===== src/design/tcw_pkg.sv =====
`default_nettype none

package tcw_pkg;

  localparam int MAX_CELLS = 8192;
  localparam int CELL_AW   = $clog2(MAX_CELLS);
  localparam int CODE_W    = 16;
  localparam int ATTR_W    = 8;
  localparam int CELL_W    = CODE_W + ATTR_W;
  localparam int COLS_W    = 8;
  localparam int ROWS_W    = 7;
  localparam int DIV_W     = CELL_AW + 1;
  localparam int DIV_CW    = $clog2(DIV_W);
  localparam int CFG_IW    = 1;

  localparam logic [2:0] CMD_WRITE  = 3'd0;
  localparam logic [2:0] CMD_GOTO   = 3'd1;
  localparam logic [2:0] CMD_CLEAR  = 3'd2;
  localparam logic [2:0] CMD_COLOUR = 3'd3;
  localparam logic [2:0] CMD_READ   = 3'd4;

  localparam logic [CODE_W-1:0] CH_BS    = 16'd8;
  localparam logic [CODE_W-1:0] CH_LF    = 16'd10;
  localparam logic [CODE_W-1:0] CH_CR    = 16'd13;
  localparam logic [CODE_W-1:0] CH_SPACE = 16'h0020;
  localparam logic [CODE_W-1:0] CH_NULL  = 16'd0;

  localparam logic [ATTR_W-1:0] ATTR_RESET = 8'h07;

  localparam logic [CFG_IW-1:0] REG_COLUMNS = 1'b0;
  localparam logic [CFG_IW-1:0] REG_ROWS    = 1'b1;

  localparam logic [COLS_W-1:0] COLUMNS_RESET = 8'd80;
  localparam logic [ROWS_W-1:0] ROWS_RESET    = 7'd25;

  typedef enum logic [2:0] {
    ST_INIT,
    ST_IDLE,
    ST_EXEC,
    ST_DIV,
    ST_MUL,
    ST_READ,
    ST_CLEAR,
    ST_DONE
  } state_t;

  typedef struct packed {
    logic             start;
    logic [DIV_W-1:0] dividend;
    logic [DIV_W-1:0] divisor;
  } div_req_t;

  typedef struct packed {
    logic             done;
    logic [DIV_W-1:0] quo;
    logic [DIV_W-1:0] rem;
  } div_rsp_t;

endpackage

`default_nettype wire


===== src/design/tcw_divmod.sv =====
`default_nettype none

module tcw_divmod (
  input  wire logic              clk,
  input  wire logic              rst,
  input  wire tcw_pkg::div_req_t req,
  output tcw_pkg::div_rsp_t      rsp
);

  logic                           busy;
  logic                           done;
  logic [tcw_pkg::DIV_CW-1:0]     cnt;
  logic [tcw_pkg::DIV_W-1:0]      rem;
  logic [tcw_pkg::DIV_W-1:0]      quo;
  logic [tcw_pkg::DIV_W-1:0]      dvs;

  logic                           fast;
  logic                           ge0;
  logic [tcw_pkg::DIV_W:0]        rem_sh;
  logic                           ge;
  logic [tcw_pkg::DIV_W:0]        rem_sub;

  assign fast    = {1'b0, req.dividend} < {req.divisor, 1'b0};
  assign ge0     = req.dividend >= req.divisor;
  assign rem_sh  = {rem, quo[tcw_pkg::DIV_W-1]};
  assign ge      = rem_sh >= {1'b0, dvs};
  assign rem_sub = rem_sh - {1'b0, dvs};

  always_ff @(posedge clk) begin
    if (rst) begin
      busy <= 1'b0;
      done <= 1'b0;
      cnt  <= '0;
    end else begin
      done <= 1'b0;
      if (req.start) begin
        cnt <= '0;
        if (fast) begin
          done <= 1'b1;
        end else begin
          busy <= 1'b1;
        end
      end else if (busy) begin
        cnt <= cnt + 1'b1;
        if (cnt == tcw_pkg::DIV_CW'(tcw_pkg::DIV_W - 1)) begin
          busy <= 1'b0;
          done <= 1'b1;
        end
      end
    end
  end

  always_ff @(posedge clk) begin
    if (req.start) begin
      dvs <= req.divisor;
      if (fast) begin
        quo <= {{(tcw_pkg::DIV_W-1){1'b0}}, ge0};
        rem <= ge0 ? req.dividend - req.divisor : req.dividend;
      end else begin
        quo <= req.dividend;
        rem <= '0;
      end
    end else if (busy) begin
      quo <= {quo[tcw_pkg::DIV_W-2:0], ge};
      rem <= ge ? rem_sub[tcw_pkg::DIV_W-1:0] : rem_sh[tcw_pkg::DIV_W-1:0];
    end
  end

  assign rsp.done = done;
  assign rsp.quo  = quo;
  assign rsp.rem  = rem;

endmodule

`default_nettype wire


===== config.mk =====
export PLATFORM = sky130hd
export DESIGN_NAME = tcw_divmod
export DESIGN_NICKNAME = d
export VERILOG_FILES = /design/src/design/tcw_pkg.sv /design/src/design/tcw_divmod.sv
export SDC_FILE = /design/constraint.sdc
export NUM_CORES = 1
export LEC_CHECK = 0
export BUFFER_PORTS_ARGS = -buffer_cell sky130_fd_sc_hd__buf_2
export CORE_UTILIZATION = 29
export CTS_CLUSTER_DIAMETER = 50
export DETAILED_ROUTE_END_ITERATION = 8
export GPL_ROUTABILITY_DRIVEN = 0
export PLACE_DENSITY = 0.49
export SKIP_CTS_REPAIR_TIMING = 1
export SKIP_LAST_GASP = 1
export SLEW_MARGIN = 40
export SYNTH_ARGS = -nofsm -noshare
export SYNTH_HDL_FRONTEND = slang
export SYNTH_SLANG_ARGS = --single-unit

===== constraint.sdc =====
create_clock -name clk -period 2.8 [get_ports clk]
set_clock_uncertainty 0.2 [all_clocks]
set_input_delay 0.56 -clock clk [delete_from_list [all_inputs] [get_ports clk]]
set_output_delay 0.56 -clock clk [all_outputs]
set_load 0.05 [all_outputs]

==> flow_metrics.tcl, run 1 <==
set metrics [dict create \
    critPathRequiredTime_ns 2.64 \
    grt_overflow_total 0 \
    crit_end "rem[12]$_DFFE_PP_" \
    final_util_pct 40.20 \
    dp.cells 717 \
    dp_hpwl_mm 9.085 \
    finalCritPeriodShare_pct 98.88 \
    outcome "complete, no violations" \
    final_common_cell "buf_4" \
    grt_pass1_wl_mm 18.21 \
    port_buffers 59 \
    diodes 0 \
    synthCells 418 \
    post-route-min-period_ns 2.769 \
    die_h_um 119.7 \
    initial_utilization_pct 29.97 \
    drv_cap 0 \
    setup_viol 0 \
    finalNonFillerCells 728 \
    grt_pass1_vias 3642 \
    yosysSeqAreaShare_pct 34.39 \
    final_max_slew_viol_count 0 \
    synth_fp_nets 493 \
    grt_max_degree 33 \
    critPathArrivalTime_ns 2.61 \
    dr.first_iter.drc_count 243 \
    powerDensity_nw_per_um2 630.1 \
    clk_latency_ns 0.29 \
    first_pass_iters 4 \
    layout_common_cells "buf_4 (76), buf_2 (59), edfxtp_1 (42)" \
    ys_seq_elements 48 \
    hold_violations 0 \
    fin_nets 626 \
    wl_met2_mm 5.488 \
    path_clk_slew_ns 0.06 \
    syn_area_um2 4016 \
    ir_drop_mv 0.2252 \
    io_pins 60 \
    synth_ff_type "edfxtp_1" \
    antenna_found_initial 0 \
    wl_met1_mm 5.279 \
    wl_met3_um 312 \
    via_count 3585 \
    fillers 1357 \
    hp-class "in2reg" \
    drive_gt1_share_pct 34.60 \
    critPathCaptureType "register" \
    max_freq_mhz 361.2 \
    r2r-start "quo[13]$_DFFE_PP_" \
    finalSetupTns_ns 0 \
    wirelength_mm 11.34 \
    ys_warn_count 0 \
    cts.sinks 48 \
    synthDistinctLibCells 60 \
    via_per_inst 4.924 \
    whs_ns 0.2627 \
    worstSetupStartpoint "quo[13]$_DFFE_PP_" \
    path_max_fanout 2 \
    syn_avg_cell_area_um2 9.608 \
    crit_type "reg2reg" \
    slew_headroom_pct 68.64 \
    cts_root_buffer "clkbuf_16" \
    cts_made_buffers 5 \
    h-tree-depth 2 \
    p_leak_nw 2.422 \
    area_delta_synth_final_pct 34.11 \
    dr.max_layer_used "met4" \
    tritoncts "yes" \
    r2r_cells 10 \
    worstSetupStartpointType "register" \
    worst-r2r-setup-slack_ns 0.03 \
    rsz0062_at_grt "true" \
    synth_top_area_share_pct 31.40 \
    die_area_um2 14320 \
    routedWlPerCell_um 15.58 \
    worstReg2RegEnd "rem[12]$_DFFE_PP_" \
    core_area_um2 13400 \
    drc_errors 0 \
    core.rowCount 42 \
    worst_slew_pin_slew_ns 0.4655 \
    synth-edff-count 42 \
    fp.dieW_um 119.7 \
    ant_nets 0 \
    groute.usage.overall_pct 16.23 \
    synth_area_leaders "edfxtp_1 (31%), ha_1 (13%), mux2i_1 (5.2%)" \
    synthArstFlopShare_pct 0 \
    clockBufferDepth 2 \
    yosys.area.top_type "edfxtp_1" \
]
==> registers in the layout (all words and copies together), names as in the netlist <==
signal	count
quo	14
done	1
dvs	14
cnt	4
busy	1
rem	14
==> where the power goes <==
part           internal (mW)  switching, mW
Sequential             0.905         0.0647
Combinational          0.787           1.05
Clock                  0.329          0.263
==> routing by layer <==
layer	track usage (%)	vias to the layer above
li1	-	1826
met1	21.09	1674
met2	27.96	69
met3	1.568	16
met4	5.625	0
met5	0	-
==> critical path, cell delays in order, from the launching register on <==
cell and delay [ns]:
edfxtp_1 0.45, inv_2 0.11, ha_4 0.14, fa_2 0.22
nor2b_2 0.05, o31a_1 0.34, o21a_1 0.22, a31o_2 0.26
a311oi_2 0.26, mux2_4 0.20, o22ai_1 0.07
==> how the worst min path moves through the flow <==
| stage | from | end | cells past startpoint |
|---|---|---|---|
| after floorplan | cnt[2]$_SDFFE_PP0P_ | done$_SDFF_PP0_ | 2 |
| after global placement | cnt[1]$_SDFFE_PP0P_ | cnt[1]$_SDFFE_PP0P_ | 2 |
| after detailed placement | cnt[1]$_SDFFE_PP0P_ | cnt[1]$_SDFFE_PP0P_ | 2 |
| after CTS | req[10] | dvs[10]$_DFFE_PP_ | 1 |
| after global routing | req[12] | dvs[12]$_DFFE_PP_ | 1 |
| final | req[10] | dvs[10]$_DFFE_PP_ | 1 |
==> area by class of cell <==
class | instances | area (um^2) | share of cell area [%]
Clock buffer | 6 | 128.9 | 2.393
Clock inverter | 2 | 11.26 | 0.2091
Inverter | 42 | 157.7 | 2.927
Multi-Input combinational cell | 313 | 2505 | 46.50
Sequential cell | 48 | 1381 | 25.64
Tap cell | 176 | 220.2 | 4.088
Timing Repair Buffer | 141 | 982.2 | 18.23
==> cells in the mapped netlist (7+ instances only) <==
cell type	count
ha_1	42
nor3_1	11
nor2_1	25
o21ai_0	13
xnor2_1	7
o22ai_1	10
nand2_1	29
mux2i_1	21
o2bb2ai_1	13
xor2_1	9
inv_1	42
a21oi_1	23
a21o_1	10
nand3_1	12
edfxtp_1	42
==> metrics by stage <==
stage                     setup WS (ns)  total power [mW]  area [um^2]
final                           0.03125             3.394         5386
after detailed placement        -0.2395             2.717         5087
after floorplan                -0.02152             2.184         4039
after global routing            -0.1197             3.616         5386
after global placement          -0.2782             2.712         5087
after CTS                      -0.05338             3.327         5228
==> cell families (layout without fill, tap and decap cells) <==
kind of cell	after synthesis	count (layout)	share of synthesized area [%]
mux	27	27	6.916
simple gates	108	108	13.08
fa+ha+maj	44	44	14.08
compound gates	118	118	21.37
flops	48	48	34.39
xor+xnor	16	16	3.489
buf+inv	57	191	6.666
Note: power is estimated with default switching activity, not from simulation.
==> inputs of run 2 (changes only) <==
--- a/config.mk
+++ b/config.mk
@@ -6,11 +6,11 @@
 export NUM_CORES = 1
 export LEC_CHECK = 0
 export BUFFER_PORTS_ARGS = -buffer_cell sky130_fd_sc_hd__buf_2
-export CORE_UTILIZATION = 29
+export CORE_UTILIZATION = 47
 export CTS_CLUSTER_DIAMETER = 50
 export DETAILED_ROUTE_END_ITERATION = 8
 export GPL_ROUTABILITY_DRIVEN = 0
-export PLACE_DENSITY = 0.49
+export PLACE_DENSITY = 0.71
 export SKIP_CTS_REPAIR_TIMING = 1
 export SKIP_LAST_GASP = 1
 export SLEW_MARGIN = 40
==> flow_metrics.tcl, run 2 (synthesized netlist as in run 1, its figures left out) <==
set metrics [dict create \
    die_area_um2 8919 \
    grt_pass1_wl_mm 16.17 \
    h-tree-depth 2 \
    worst-r2r-setup-slack_ns 0.01 \
    whs_ns 0.2448 \
    final_max_slew_viol_count 0 \
    dp_hpwl_mm 7.726 \
    multi_input_comb_area_um2 2547 \
    wirelength_mm 10.30 \
    drc_errors 0 \
    port_buffers 59 \
    p_leak_nw 2.316 \
    grt_overflow_total 0 \
    setup_viol 1 \
    fillers 692 \
    switchingPower_mw 1.312 \
    pwr-share-comb_pct 55.0 \
    slew_headroom_pct 65.15 \
    finalCritPeriodShare_pct 100.0 \
    fp.dieW_um 94.44 \
    worstSetupStartpointType "primary input" \
    antenna_found_initial 0 \
    drv_cap 0 \
    hold_violations 0 \
    intPower_mw 1.872 \
    outcome "complete, but fails checks" \
    grt_pass1_vias 3479 \
    r2r-start "quo[13]$_DFFE_PP_" \
    path_max_fanout 6 \
    worstSetupStartpoint "req[3]" \
    core.rowCount 33 \
    critPathCaptureType "register" \
    cts_root_buffer "clkbuf_8" \
    worst_slew_pin_slew_ns 0.5162 \
    critPathSlowestCell "ha_1" \
    critPathArrivalTime_ns 2.63 \
    area_delta_synth_final_pct 27.91 \
    seq_area_um2 1381 \
    swShare_pct 41.21 \
    path_clk_slew_ns 0.08 \
    power_frac_seq_pct 30.5 \
    place_ws_ns -0.2787 \
    final_common_cell "buf_4" \
    hp-class "in2reg" \
    clockBufferDepth 2 \
    routedWlPerCell_um 16.14 \
    diodes 0 \
    grt_max_degree 46 \
    fin_nets 607 \
    path_common_cell "a21oi_2" \
    worstPathCellList "buf_2 > inv_1 > ha_1 > a21oi_2 > a21oi_2 > nor4_2 > o21ai_2 > a21o_1 > buf_8 > mux2i_2 > o22ai_1" \
    dr.first_iter.drc_count 224 \
    groute.usage.overall_pct 23.23 \
    critPathRequiredTime_ns 2.63 \
    core_area_um2 8258 \
    powerDensity_nw_per_um2 619.8 \
    pwr-share-clk_pct 14.5 \
    first_pass_iters 4 \
    drive_gt1_share_pct 33.96 \
    cts.sinks 48 \
    layout_common_cells "buf_4 (59), buf_2 (58), edfxtp_1 (42)" \
    worstReg2RegEnd "rem[12]$_DFFE_PP_" \
    via_per_inst 5.682 \
    ant_nets 0 \
    die_h_um 94.44 \
    crit_end "rem[9]$_DFFE_PP_" \
    rsz0062_at_grt "true" \
    max_freq_mhz 357.0 \
    clk_latency_ns 0.30 \
    crit_type "in2reg" \
    post-route-min-period_ns 2.801 \
    setup_ws_ns -0.0009535 \
    critical_path.max_stage_delay_ns 0.39 \
    initial_utilization_pct 48.64 \
    via_count 3625 \
    finalSetupTns_ns -0.0009535 \
    violations "setup timing" \
    r2r_cells 10 \
    ir_drop_mv 0.2589 \
    tritoncts "yes" \
    cts_made_buffers 5 \
    reg_top3 "dvs: 14 flops, quo: 14 flops, rem: 14 flops" \
    io_pins 60 \
]
==> run 2: final cells by class <==
class | instances | area share [%]
clock buffer | 8 | 1.973
inverter | 42 | 3.117
tap | 105 | 2.557
timing repair buffer | 122 | 15.88
multi-input combinational | 313 | 49.59
sequential | 48 | 26.89
==> run 2: per-layer routing <==
metal | vias to the layer above | track usage (%) | wire length, um
met1 | 1702 | 30.23 | 4558
met3 | 29 | 3.060 | 470
met5 | - | 0 | 0
met2 | 107 | 38.65 | 4909
met4 | 0 | 9.744 | 359
li1 | 1787 | - | -
==> run 2: worst min-delay path by stage <==
stage | start | end | slack, ns | depth (start not counted)
2_1_floorplan | cnt[2]$_SDFFE_PP0P_ | done$_SDFF_PP0_ | 0.29 | 2
3_3_place_gp | cnt[1]$_SDFFE_PP0P_ | cnt[1]$_SDFFE_PP0P_ | 0.32 | 2
3_5_place_dp | quo[0]$_DFFE_PP_ | quo[1]$_DFFE_PP_ | 0.34 | 1
4_1_cts | req[12] | dvs[12]$_DFFE_PP_ | 0.24 | 1
5_1_grt | req[1] | dvs[1]$_DFFE_PP_ | 0.24 | 1
6_report | req[12] | dvs[12]$_DFFE_PP_ | 0.24 | 1
==> run 2: per-stage QoR <==
| step | power, mW | util, % | cells | instance area [um^2] |
|---|---|---|---|---|
| after floorplan | 2.184 | - | 418 | 4039 |
| after global routing | 3.374 | 62.21 | 638 | 5137 |
| after CTS | 3.059 | 59.48 | 634 | 4912 |
| after global placement | 2.564 | 58.26 | 626 | 4811 |
| after detailed placement | 2.595 | 58.26 | 626 | 4811 |
| final | 3.184 | 62.21 | 638 | 5137 |
==> run 2: power groups by stage <==
stage | clock network (mW) | logic, mW | registers [mW]
after floorplan | 0 | 0.960 | 1.22
after global placement | 0 | 1.58 | 0.984
after detailed placement | 0 | 1.61 | 0.982
after CTS | 0.467 | 1.63 | 0.966
after global routing | 0.494 | 1.90 | 0.983
final | 0.461 | 1.75 | 0.970
==> run 2: worst max-delay path: cells and delay by family <==
| family | cells | cell delay, ns |
|---|---|---|
| and+or+nand+nor | 1 | 0.31 |
| adders and majority gates | 1 | 0.39 |
| buffers and inverters | 3 | 0.32 |
| muxes | 1 | 0.17 |
| AOI/OAI and AO/OA | 5 | 0.88 |
